File: src/design/keypad_code_lock_macros.svh
`ifndef KEYPAD_CODE_LOCK_MACROS_SVH
`define KEYPAD_CODE_LOCK_MACROS_SVH

// Same-cycle check: when ante holds, cons holds at the same edge.
`define KCL_ASSERT_IMPL(label, ante, cons, msg) \
	label: assert property (@(posedge clk) disable iff (!arst_n) (ante) |-> (cons)) \
		else $error(msg);

// Next-cycle check: when ante holds, cons holds at the following edge.
`define KCL_ASSERT_NEXT(label, ante, cons, msg) \
	label: assert property (@(posedge clk) disable iff (!arst_n) (ante) |=> (cons)) \
		else $error(msg);

`endif

File: src/design/kcl_pkg.sv
package kcl_pkg;

	// transaction kinds
	localparam logic [2:0] KIND_KEY     = 3'd0;
	localparam logic [2:0] KIND_TICK    = 3'd1;
	localparam logic [2:0] KIND_DROP    = 3'd2;
	localparam logic [2:0] KIND_RESTART = 3'd3;
	localparam logic [2:0] KIND_TBLOCK  = 3'd4;
	localparam logic [2:0] KIND_BLOCK   = 3'd5;
	localparam logic [2:0] KIND_UNBLOCK = 3'd6;

	// result events
	localparam logic [1:0] EVT_NONE    = 2'd0;
	localparam logic [1:0] EVT_SUCCESS = 2'd1;
	localparam logic [1:0] EVT_FAIL    = 2'd2;

	// configuration register indexes
	localparam logic CFG_CODE_LENGTH = 1'b0;
	localparam logic CFG_CODE_DIGITS = 1'b1;

	localparam logic [3:0] KEY_MAX = 4'd11;
	localparam logic [3:0] CODE_LENGTH_RST = 4'd4;
	localparam int CODE_NIBBLES = 8;

	typedef struct packed {
		logic done;
		logic match;
	} cmp_res_t;

endpackage

File: src/design/kcl_match.sv
module kcl_match #(
	parameter  int MAX_DIGITS = 8,
	localparam int CW         = (MAX_DIGITS > 1) ? $clog2(MAX_DIGITS) : 1
) (
	input  logic                      clk,
	input  logic                      arst_n,
	input  logic                      wr_en,
	input  logic [CW-1:0]             wr_idx,
	input  logic [3:0]                wr_key,
	input  logic                      start,
	input  logic [CW-1:0]             len_m1,
	input  logic [31:0]               code_digits,
	output kcl_pkg::cmp_res_t         res
);

	logic [3:0]    store_q [MAX_DIGITS];
	logic [3:0]    code_nib [MAX_DIGITS];
	logic [CW-1:0] cnt_q;
	logic [CW-1:0] last_q;
	logic          busy_q;
	logic          ok_q;
	logic          done_q;
	logic          match_q;
	logic          eq;

	// digits beyond the code register compare against zero
	for (genvar g = 0; g < MAX_DIGITS; g++) begin : g_nib
		if (g < kcl_pkg::CODE_NIBBLES) begin : g_in
			assign code_nib[g] = code_digits[4*g +: 4];
		end else begin : g_out
			assign code_nib[g] = 4'd0;
		end
	end

	always_ff @(posedge clk) begin
		if (wr_en) begin
			store_q[wr_idx] <= wr_key;
		end
	end

	assign eq = (store_q[cnt_q] == code_nib[cnt_q]);

	// one digit per cycle through the shared comparator
	always_ff @(posedge clk or negedge arst_n) begin
		if (!arst_n) begin
			busy_q  <= 1'b0;
			cnt_q   <= '0;
			last_q  <= '0;
			ok_q    <= 1'b0;
			done_q  <= 1'b0;
			match_q <= 1'b0;
		end else begin
			done_q <= 1'b0;
			if (start) begin
				busy_q <= 1'b1;
				cnt_q  <= '0;
				last_q <= len_m1;
				ok_q   <= 1'b1;
			end else if (busy_q) begin
				if (cnt_q == last_q) begin
					busy_q  <= 1'b0;
					done_q  <= 1'b1;
					match_q <= ok_q & eq;
				end else begin
					cnt_q <= cnt_q + CW'(1);
					ok_q  <= ok_q & eq;
				end
			end
		end
	end

	assign res.done  = done_q;
	assign res.match = match_q;

endmodule

File: src/design/keypad_code_lock.sv
// Results: one per accepted transaction, registered in the cycle after accept, except for a key
// press that completes an attempt, loaded once kcl_match has compared the effective code length.
// Throughput: one transaction per cycle while idle with no result waiting on out_ready; a compare
// holds off input and walks the stored attempt one digit per cycle through one comparator.
// Reset (arst_n low, asynchronous): flags, index, tick counters cleared, code_length = 4,
// code_digits = 0; the attempt store is not cleared and needs no clearing pass.
`include "keypad_code_lock_macros.svh"

module keypad_code_lock #(
	parameter int MAX_DIGITS = 8,
	parameter int TICK_BITS  = 32
) (
	input  logic        clk,
	input  logic        arst_n,
	input  logic        cfg_we,
	input  logic        cfg_index,
	input  logic [31:0] cfg_data,
	input  logic        in_valid,
	output logic        in_ready,
	input  logic [2:0]  kind,
	input  logic [3:0]  key_code,
	input  logic [31:0] block_ticks,
	output logic        out_valid,
	input  logic        out_ready,
	output logic        solved,
	output logic        blocked,
	output logic [1:0]  event_res,
	output logic [3:0]  entered_count
);

	localparam int IW = $clog2(MAX_DIGITS + 1);
	localparam int CW = (MAX_DIGITS > 1) ? $clog2(MAX_DIGITS) : 1;

	typedef enum logic [1:0] {
		ST_IDLE = 2'b01,
		ST_CMP  = 2'b10
	} state_t;

	state_t               state_q;
	logic [3:0]           code_length_q;
	logic [31:0]          code_digits_q;
	logic [IW-1:0]        entry_index_q;
	logic                 solved_q;
	logic                 blocked_q;
	logic                 timed_q;
	logic [TICK_BITS-1:0] elapsed_q;
	logic [TICK_BITS-1:0] duration_q;

	logic                 out_valid_q;
	logic                 out_solved_q;
	logic                 out_blocked_q;
	logic [1:0]           out_event_q;
	logic [3:0]           out_count_q;

	logic                 accept;
	logic [4:0]           eff_len;
	logic [CW-1:0]        len_m1;
	logic                 idx_room;
	logic [IW-1:0]        idx_inc;
	logic [TICK_BITS-1:0] tick_inc;

	logic                 solved_n;
	logic                 blocked_n;
	logic                 timed_n;
	logic [IW-1:0]        idx_n;
	logic [TICK_BITS-1:0] elapsed_n;
	logic [TICK_BITS-1:0] duration_n;
	logic                 wr_key;
	logic                 start_cmp;

	kcl_pkg::cmp_res_t    res;

	assign in_ready = (state_q == ST_IDLE) && (!out_valid_q || out_ready);
	assign accept   = in_valid && in_ready;

	// clamp the configured length to 1..MAX_DIGITS
	always_comb begin
		if (code_length_q == 4'd0) begin
			eff_len = 5'd1;
		end else if ({1'b0, code_length_q} > 5'(MAX_DIGITS)) begin
			eff_len = 5'(MAX_DIGITS);
		end else begin
			eff_len = {1'b0, code_length_q};
		end
	end

	assign len_m1   = CW'(eff_len - 5'd1);
	assign idx_room = (5'(entry_index_q) < 5'(MAX_DIGITS));
	assign idx_inc  = idx_room ? entry_index_q + IW'(1) : entry_index_q;
	// saturate at all ones
	assign tick_inc = (elapsed_q != '1) ? elapsed_q + TICK_BITS'(1) : elapsed_q;

	always_comb begin
		solved_n   = solved_q;
		blocked_n  = blocked_q;
		timed_n    = timed_q;
		idx_n      = entry_index_q;
		elapsed_n  = elapsed_q;
		duration_n = duration_q;
		wr_key     = 1'b0;
		start_cmp  = 1'b0;
		case (kind)
			kcl_pkg::KIND_KEY: begin
				if (!blocked_q && !solved_q && key_code <= kcl_pkg::KEY_MAX) begin
					wr_key = idx_room;
					idx_n  = idx_inc;
					if (5'(idx_inc) >= eff_len) begin
						start_cmp = 1'b1;
					end
				end
			end
			kcl_pkg::KIND_TICK: begin
				if (blocked_q && timed_q) begin
					elapsed_n = tick_inc;
					if (tick_inc > duration_q) begin
						blocked_n = 1'b0;
						timed_n   = 1'b0;
					end
				end
			end
			kcl_pkg::KIND_DROP: begin
				solved_n = 1'b0;
				idx_n    = '0;
			end
			kcl_pkg::KIND_RESTART: begin
				if (!solved_q) begin
					idx_n = '0;
				end
			end
			kcl_pkg::KIND_TBLOCK: begin
				elapsed_n  = '0;
				duration_n = TICK_BITS'(block_ticks);
				blocked_n  = 1'b1;
				timed_n    = 1'b1;
			end
			kcl_pkg::KIND_BLOCK: begin
				blocked_n = 1'b1;
				timed_n   = 1'b0;
			end
			kcl_pkg::KIND_UNBLOCK: begin
				blocked_n = 1'b0;
				timed_n   = 1'b0;
			end
			default: begin
			end
		endcase
	end

	kcl_match #(
		.MAX_DIGITS(MAX_DIGITS)
	) u_match (
		.clk        (clk),
		.arst_n     (arst_n),
		.wr_en      (accept && wr_key),
		.wr_idx     (entry_index_q[CW-1:0]),
		.wr_key     (key_code),
		.start      (accept && start_cmp),
		.len_m1     (len_m1),
		.code_digits(code_digits_q),
		.res        (res)
	);

	always_ff @(posedge clk or negedge arst_n) begin
		if (!arst_n) begin
			state_q       <= ST_IDLE;
			code_length_q <= kcl_pkg::CODE_LENGTH_RST;
			code_digits_q <= '0;
			entry_index_q <= '0;
			solved_q      <= 1'b0;
			blocked_q     <= 1'b0;
			timed_q       <= 1'b0;
			elapsed_q     <= '0;
			duration_q    <= '0;
			out_valid_q   <= 1'b0;
			out_solved_q  <= 1'b0;
			out_blocked_q <= 1'b0;
			out_event_q   <= kcl_pkg::EVT_NONE;
			out_count_q   <= '0;
		end else begin
			if (cfg_we) begin
				case (cfg_index)
					kcl_pkg::CFG_CODE_LENGTH: code_length_q <= cfg_data[3:0];
					kcl_pkg::CFG_CODE_DIGITS: code_digits_q <= cfg_data;
					default: begin
					end
				endcase
			end

			// load a new result, or drop the one taken
			if ((accept && !start_cmp) || (state_q == ST_CMP && res.done)) begin
				out_valid_q <= 1'b1;
			end else if (out_valid_q && out_ready) begin
				out_valid_q <= 1'b0;
			end

			if (accept) begin
				solved_q      <= solved_n;
				blocked_q     <= blocked_n;
				timed_q       <= timed_n;
				entry_index_q <= idx_n;
				elapsed_q     <= elapsed_n;
				duration_q    <= duration_n;
				if (start_cmp) begin
					state_q <= ST_CMP;
				end else begin
					out_solved_q  <= solved_n;
					out_blocked_q <= blocked_n;
					out_event_q   <= kcl_pkg::EVT_NONE;
					out_count_q   <= 4'(idx_n);
				end
			end

			if (state_q == ST_CMP && res.done) begin
				state_q       <= ST_IDLE;
				out_blocked_q <= blocked_q;
				if (res.match) begin
					solved_q     <= 1'b1;
					out_solved_q <= 1'b1;
					out_event_q  <= kcl_pkg::EVT_SUCCESS;
					out_count_q  <= 4'(entry_index_q);
				end else begin
					entry_index_q <= '0;
					out_solved_q  <= solved_q;
					out_event_q   <= kcl_pkg::EVT_FAIL;
					out_count_q   <= 4'd0;
				end
			end
		end
	end

	assign out_valid     = out_valid_q;
	assign solved        = out_solved_q;
	assign blocked       = out_blocked_q;
	assign event_res     = out_event_q;
	assign entered_count = out_count_q;

	`KCL_ASSERT_IMPL(a_success_solved, out_valid && event_res == kcl_pkg::EVT_SUCCESS, solved, "success without solved")
	`KCL_ASSERT_IMPL(a_fail_clears, out_valid && event_res == kcl_pkg::EVT_FAIL, entered_count == 4'd0, "failure left digits")
	`KCL_ASSERT_IMPL(a_cmp_no_out, state_q == ST_CMP, !out_valid_q, "result pending during compare")
	`KCL_ASSERT_NEXT(a_drop_result, accept && kind == kcl_pkg::KIND_DROP, out_valid && !solved && entered_count == 4'd0, "drop result wrong")

endmodule
File: config.mk
export PLATFORM = sky130hd
export DESIGN_NAME = keypad_code_lock
export DESIGN_NICKNAME = d
export VERILOG_FILES = /design/src/design/kcl_pkg.sv /design/src/design/kcl_match.sv /design/src/design/keypad_code_lock.sv
export VERILOG_INCLUDE_DIRS = /design/src /design/src/design
export SDC_FILE = /design/constraint.sdc
export NUM_CORES = 1
export LEC_CHECK = 0
export BUFFER_PORTS_ARGS = -buffer_cell sky130_fd_sc_hd__buf_2
export CORE_MARGIN = 2
export CORE_UTILIZATION = 26
export CTS_CLUSTER_SIZE = 10
export DETAILED_ROUTE_END_ITERATION = 6
export GPL_ROUTABILITY_DRIVEN = 0
export PLACE_DENSITY = 0.51
export SYNTH_ARGS = -nofsm -noshare
export SYNTH_HDL_FRONTEND = slang
export SYNTH_HIERARCHICAL = 1
export SYNTH_SLANG_ARGS = --single-unit
export TNS_END_PERCENT = 20
File: constraint.sdc
create_clock -name clk -period 3.8 [get_ports clk]
set_input_delay 0.57 -clock clk [delete_from_list [all_inputs] [get_ports clk]]
set_output_delay 0.57 -clock clk [all_outputs]
set_load 0.05 [all_outputs]
==> metrics.md, run 1 <==
| Metric | Value |
|---|---|
| Slew margin rel. | `23.93%` |
| # rows | `67` |
| Maximum Capacitance Violations | `0` |
| Asr flop ratio synth | `80.00%` |
| Sink Count | `160` |
| Layout Skew | `0.009282 ns` |
| N_diodes | `0` |
| DP Cell Count | `1,324` |
| Commonest non-fill, non-tap cells in the layout | `125 x dfrtp_1, 87 x nand2_1, 85 x buf_2, 61 x o21ai_0, 42 x inv_1` |
| Logic gate share of total power | `26.0%` |
| Max Clock Freq | `278.8 MHz` |
| Clock share of power | `33.0%` |
| Mux share of post-synthesis cell area | `9.892%` |
| Largest family of logic cells by synthesized area | `simple AND/OR/NAND/NOR gates` |
| Share of layout cells above drive strength 1 | `25.00%` |
| Flops & latches, synth | `160` |
| DR WL/cell | `15.88 um` |
| Crit-path max FO | `7` |
| Hold WS | `0.2526 ns` |
| TritonCTS buffer count | `17` |
| Crit start category | `register` |
| Worst path required time | `4.16 ns` |
| DR vias/cell | `4.654` |
| DIE HEIGHT | `187.7 um` |
| Total Wirelength | `21.60 mm` |
| Slew at the pin with the worst max-slew slack | `1.141 ns` |
| Sw Pwr | `1.850 mW` |
| Iter 0 DRT Violations | `297` |
| P_int | `3.742 mW` |
| Initial core utilization | `26.31%` |
| Flop pwr share | `41.0%` |
| Detailed-router iteration count before antenna repair | `4` |
| Peak supply drop | `0.3384 mV` |
| CTS tree | `built` |
| HPWL Detailed | `15.26 mm` |
| Die X | `187.7 um` |
| Post-Synth Adder-Cell Area | `5.701%` |
| Clock slew at reported path FFs | `0.07 ns` |
| Pin count of the biggest net entering global routing | `98` |
| CP Capture Type | `register` |
| Filler Cell Count | `3,492` |
| Min-delay worst type | `primary input to async pin` |
| Compound-cell area share of the yosys netlist | `13.11%` |
| Clock buffer depth | `2` |
| Leakage Power | `4.518 nW` |
| Cells after Synth | `812` |
| Final-stage net count | `1,016` |
| Worst skew pair latency | `0.44 ns` |
| YS warnings | `6` |
| Port bufs | `86` |
| Fin crit share | `94.40%` |
| Via count | `6,329` |
| Final ANT Viol Nets | `0` |
| Mapped Nets | `929` |
| Power Density | `538.6 nW/um^2` |
| Area grow syn2layout | `18.27%` |
| Vias in the first global route | `6,440` |
| Initial antenna violation count | `0` |
| CP arrival | `3.95 ns` |
| Hold Vio Cnt, Final | `0` |
| Clock H-tree levels | `4` |
| EDFF count, synth | `32` |
| Status | `complete, no violations` |
| Post-Synth XOR/XNOR Area | `4.490%` |
| Die area | `35,250 sq um` |
| Root buf cell | `clkbuf_16` |
| Final setup viols | `0` |
| Area leader, netlist | `dfrtp_1` |
| Yosys cell types | `81` |
| Core ar. | `33,360 sq um` |
| Gr ovfl total | `0` |
| Cell area after synthesis | `8778 sq um` |
| Commonest non-fill, non-tap cell in the layout | `dfrtp_1` |
| Syn Area/Cell | `10.81 sq um` |
| Post-Synth Simple-Gate Area | `14.81%` |
| Yosys top cell area share | `35.92%` |
| Io pins | `87` |
| Global-route wire length before repair | `35.16 mm` |
| Tmin final | `3.587 ns` |
| Post-route insts no fill | `1,360` |
| Primary FF master, synth | `dfrtp_1` |
| Max-slew violations | `0` |
| DRC Markers | `0` |
| Sw Share | `33.09%` |
| Tot GR Track Use | `12.68%` |
| WS Path Type | `register to register` |
| Sequential cell area fraction in the yosys report | `47.46%` |
| Main area contributors after synthesis | `dfrtp_1 36%, edfxtp_1 11%, ha_1 5.7%` |
[worst max-delay path: stages, from the launching register on]
cell	delay, ns
dfrtp_1	0.42
ha_1	0.23
nand3_1	0.16
or2_4	0.30
nor4_4	0.27
buf_4	0.19
and3_4	0.20
xor2_1	0.15
ha_1	0.25
nand4_1	0.19
a2111oi_0	0.10
or4_1	0.53
a32o_1	0.31
a32oi_1	0.20
[final cells by class]
type                            instances  area (sq um)  area share [%]
Tap cell                              448         560.5           5.399
Clock buffer                           20         489.2           4.712
Clock inverter                         12         141.4           1.362
Sequential cell                       160          4168           40.14
Multi-Input combinational cell        566          4234           40.78
Timing Repair Buffer                  112         631.9           6.086
Inverter                               42         157.7           1.518
[power groups by stage]
stage                     clock network, mW  logic (mW)  registers, mW
after floorplan                           0       0.989           2.36
after global placement                    0        1.44           2.32
after detailed placement                  0        1.46           2.33
after CTS                              1.89        1.48           2.29
after global routing                   1.96        1.67           2.34
final                                  1.85        1.45           2.29
[synthesized netlist by cell type, drive strengths merged (2+ instances only)]
library cell / number
a2111oi: 3
a211oi: 5
a21o: 10
a21oi: 35
a22o: 4
a22oi: 4
a31o: 2
a31oi: 18
a32o: 2
and2: 8
and3: 13
and4: 5
buf: 25
clkbuf: 19
dfrtp: 126
dfstp: 2
edfxtp: 32
ha: 40
inv: 42
mux2: 39
mux2i: 5
mux4: 16
nand2: 90
nand2b: 10
nand3: 26
nand4: 17
nor2: 37
nor2b: 3
nor3: 7
nor3b: 5
nor4: 4
o211ai: 5
o21ai: 65
o22ai: 2
o31ai: 13
or2: 4
or3: 4
or4: 6
xnor2: 27
xor2: 18
[timing repair]
| item | in CTS | in global routing |
|---|---|---|
| endpoints found under the setup margin | 0 | 3 |
| gates resized for setup | 0 | 5 |
| hold buffers | 0 | 0 |
| endpoints found under the hold margin | 0 | 0 |
| buffers inserted | 0 | 4 |
[through the flow]
stage | instance area (sq um) | worst slack, ns | TNS [ns] | total power [mW] | utilization [%]
2_1_floorplan | 8778 | 0.6115 | 0 | 3.352 | -
3_3_place_gp | 9706 | 0.2230 | 0 | 3.759 | 29.09
3_5_place_dp | 9706 | 0.07286 | 0 | 3.790 | 29.09
4_1_cts | 10340 | 0.04930 | 0 | 5.665 | 30.98
5_1_grt | 10380 | -0.01695 | -0.01695 | 5.969 | 31.12
6_report | 10380 | 0.2128 | 0 | 5.592 | 31.12
[sequential cells by signal (all words and copies together), names as in the netlist, 2 cells and up]
signal           cells
code_digits_q       32
code_length_q        4
duration_q          32
elapsed_q           32
entered_count        4
entry_index_q        4
event_res            2
state_q              2
u_match/cnt_q        3
u_match/last_q       3
u_match/store_q     32
[worst paths after layout]
check | depth (start not counted) | slack, ns | from | end
worst min-delay path | 1 | 0.25 | arst_n | entered_count[1]
worst max-delay path | 13 | 0.21 | elapsed_q[0] | blocked_q
worst max register to register | 13 | 0.21 | elapsed_q[0] | blocked_q
min in group clk | 3 | 0.33 | block_ticks[21] | duration_q[21]
max in group asynchronous | 2 | 2.72 | arst_n | code_digits_q[1]
worst min register to register | 1 | 0.48 | event_res[1] | event_res[1]
[logic make-up after synthesis]
family	after synthesis
AO/OA/AOI/OAI	179
XOR/XNOR	45
adder cells (fa/ha/maj)	40
buffers and inverters	86
flip-flops	160
multiplexers	60
AND/OR/NAND/NOR	242
[layer usage]
metal  track usage, %  share of wire, %
met3            2.527               3.7
met1            16.02                45
met5                0                 0
met2            22.15                50
met4            3.210               1.1
(Power assumes the default switching activity.)
==> inputs of run 2 (changes only) <==
--- a/config.mk
+++ b/config.mk
@@ -7,12 +7,14 @@
 export NUM_CORES = 1
 export LEC_CHECK = 0
 export BUFFER_PORTS_ARGS = -buffer_cell sky130_fd_sc_hd__buf_2
+export CELL_PAD_IN_SITES_DETAIL_PLACEMENT = 1
+export CELL_PAD_IN_SITES_GLOBAL_PLACEMENT = 2
 export CORE_MARGIN = 2
 export CORE_UTILIZATION = 26
 export CTS_CLUSTER_SIZE = 10
 export DETAILED_ROUTE_END_ITERATION = 6
 export GPL_ROUTABILITY_DRIVEN = 0
-export PLACE_DENSITY = 0.51
+export PLACE_DENSITY = 0.66
 export SYNTH_ARGS = -nofsm -noshare
 export SYNTH_HDL_FRONTEND = slang
 export SYNTH_HIERARCHICAL = 1
==> run 2 against run 1 <==
- combinational power up 3%
- clock skew shrank 0.0021 ns
- critical path depth unchanged
- first-iteration DRC count is 14% lower
- clock-buffer cell count fell by 3
- design area decreased by 0.59%
- setup slack improved by 0.032 ns
- final cell count about the same
- core utilization decreased by 0.18 points
- fmax is 0.91% higher
- sequential share of layout area increased by 0.24 points
- global-route usage rose by 1.1 points
- critical path type unchanged
- largest cell class unchanged
- largest power group unchanged
==> metrics.md, run 2 (synthesis results as in run 1) <==
| Metric | Value |
|---|---|
| Leakage Power | `4.479 nW (-0.87%)` |
| Tmin final | `3.555 ns (-0.03238 ns)` |
| DR vias/cell | `4.689 (+0.76%)` |
| Io pins | `87 (unchanged)` |
| DR WL/cell | `16.88 um (+6.3%)` |
| Hold Buf Count CTS | `0 (unchanged)` |
| Iter 0 DRT Violations | `255 (-14%)` |
| Slew at the pin with the worst max-slew slack | `1.154 ns (+0.01322 ns)` |
| CP Capture Type | `register` |
| Peak supply drop | `0.3392 mV (+0.22%)` |
| Area grow syn2layout | `17.57%` |
| Maximum Capacitance Violations | `0 (unchanged)` |
| Initial antenna violation count | `0 (unchanged)` |
| Crit-path max FO | `7 (unchanged)` |
| Port bufs | `86 (unchanged)` |
| Sink Count | `160 (unchanged)` |
| Min-delay worst type | `primary input to async pin` |
| Commonest non-fill, non-tap cells in the layout | `125 x dfrtp_1, 87 x nand2_1, 85 x buf_2, 61 x o21ai_0, 42 x inv_1` |
| Worst path required time | `4.14 ns (-0.02 ns)` |
| N_diodes | `0 (unchanged)` |
| Initial core utilization | `26.31% (unchanged)` |
| Status | `complete, no violations` |
| Gr ovfl total | `0 (unchanged)` |
| HPWL Detailed | `16.54 mm (+8.4%)` |
| Detailed-router iteration count before antenna repair | `4 (unchanged)` |
| Commonest non-fill, non-tap cell in the layout | `dfrtp_1` |
| Via count | `6,382 (+0.84%)` |
| Core ar. | `33,360 sq um (unchanged)` |
| Setup repair after global routing missed its margin | `false` |
| Share of layout cells above drive strength 1 | `25.08% (+0.082 points)` |
| Fin util | `30.93% (-0.18 points)` |
| Post-route setup TNS | `0 ns (unchanged)` |
| CP arrival | `3.90 ns (-0.05 ns)` |
| R2R depth | `13 (unchanged)` |
| WS Path Type | `register to register` |
| Clock H-tree levels | `4 (unchanged)` |
| CTS tree | `built` |
| Slew margin rel. | `23.05% (-0.88 points)` |
| Vias in the first global route | `7,048 (+9.4%)` |
| Die area | `35,250 sq um (unchanged)` |
| TritonCTS buffer count | `17 (unchanged)` |
| Crit start category | `register` |
| DRC Markers | `0 (unchanged)` |
| Worst skew pair latency | `0.43 ns (about the same)` |
| Die X | `187.7 um (unchanged)` |
| Power Density | `522.0 nW/um^2 (-3.1%)` |
| Total Wirelength | `22.97 mm (+6.4%)` |
| Final-stage net count | `1,017 (+0.098%)` |
| Global-route wire length before repair | `38.34 mm (+9.1%)` |
| Final ANT Viol Nets | `0 (unchanged)` |
| # rows | `67 (unchanged)` |
| Layout Skew | `0.007203 ns (-0.002079 ns)` |
| Pin count of the biggest net entering global routing | `90 (-8.2%)` |
| Fin crit share | `93.55% (-0.85 points)` |
| Filler Cell Count | `3,837 (+9.9%)` |
| Tot GR Track Use | `13.78% (+1.1 points)` |
| Area after DPL | `9733 sq um (+0.28%)` |
| Clock slew at reported path FFs | `0.07 ns (about the same)` |
| Max Clock Freq | `281.3 MHz (+0.91%)` |
| Final setup viols | `0 (unchanged)` |
| Hold Vio Cnt, Final | `0 (unchanged)` |
| Root buf cell | `clkbuf_16` |
| Clock buffer depth | `2 (unchanged)` |
| Final std cell area, no fill | `10,320 sq um (-0.59%)` |
| Max-slew violations | `0 (unchanged)` |
| DIE HEIGHT | `187.7 um (unchanged)` |
-- run 2: changes by cell type in the layout (fill, tap and decap cells not counted), sizes merged --
cell | before | now
clkbuf | 20 | 17
bufinv | 2 | 0
clkinv | 5 | 7
clkinvlp | 1 | 3
buf | 112 | 113
inv | 46 | 47
-- run 2: timing repair --
item | CTS | global route
pin swaps | 0 | 4
buffers inserted | 0 | 3
endpoints found under the setup margin | 1 | 3
resized for setup | 1 | 8
-- run 2: final cells by class --
type	count	area (sq um)	area share [%]
clock inverters	15	111.4	1.079
clock buffers	17	425.4	4.122
flip-flops and latches	160	4168	40.38
repair buffers	113	651.9	6.316
multi-input cells	566	4247	41.14
well taps	448	560.5	5.431
inverters	42	157.7	1.527
-- run 2: path summary, 6_finish.rpt --
path / endpoint / slack (ns) / start
min reg2reg: event_res[1] / 0.48 / event_res[1]
max reg2reg: blocked_q / 0.25 / elapsed_q[4]
min: entered_count[2] / 0.23 / arst_n
max: blocked_q / 0.25 / elapsed_q[4]
min in group clk: duration_q[0] / 0.33 / block_ticks[0]
max in group asynchronous: state_q[0] / 2.76 / arst_n
-- run 2: through the flow --
| step | power [mW] | setup slack, ns | hold slack, ns | cells |
|---|---|---|---|---|
| 2_1_floorplan | 3.352 | 0.6115 | 0.2744 | 812 |
| 3_3_place_gp | 3.791 | 0.1385 | 0.4601 | 1326 |
| 3_5_place_dp | 3.832 | 0.02638 | 0.4665 | 1326 |
| 4_1_cts | 5.493 | 0.1276 | 0.2724 | 1358 |
| 5_1_grt | 5.787 | 0.01263 | 0.3058 | 1361 |
| 6_report | 5.388 | 0.2452 | 0.2297 | 1361 |
-- run 2: layer usage --
metal  routed length, um  vias up  part of all wire [%]  GRT usage (%)
li1                    -     3110                     -              -
met1               10350     3179                    45          17.27
met2               11730       75                    51          24.17
met3                 629       18                   2.7          2.733
met4                 263        0                   1.1          3.604
met5                   0        -                     0              0
-- run 2: critical path: stages (launching register included) --
cell and delay (ns):
dfrtp_1 0.49, and4_1 0.33, nand3_2 0.16, a211oi_4 0.22
buf_4 0.19, nand2_4 0.05, or2_1 0.25, xnor2_1 0.13
ha_1 0.31, nand4_1 0.20, a2111oi_0 0.10, or4_1 0.52
a32o_1 0.31, a32oi_1 0.20
-- run 2: power by group --
part,switching [mW],internal (mW)
clock network,0.775,0.844
registers,0.194,2.08
logic,0.903,0.592
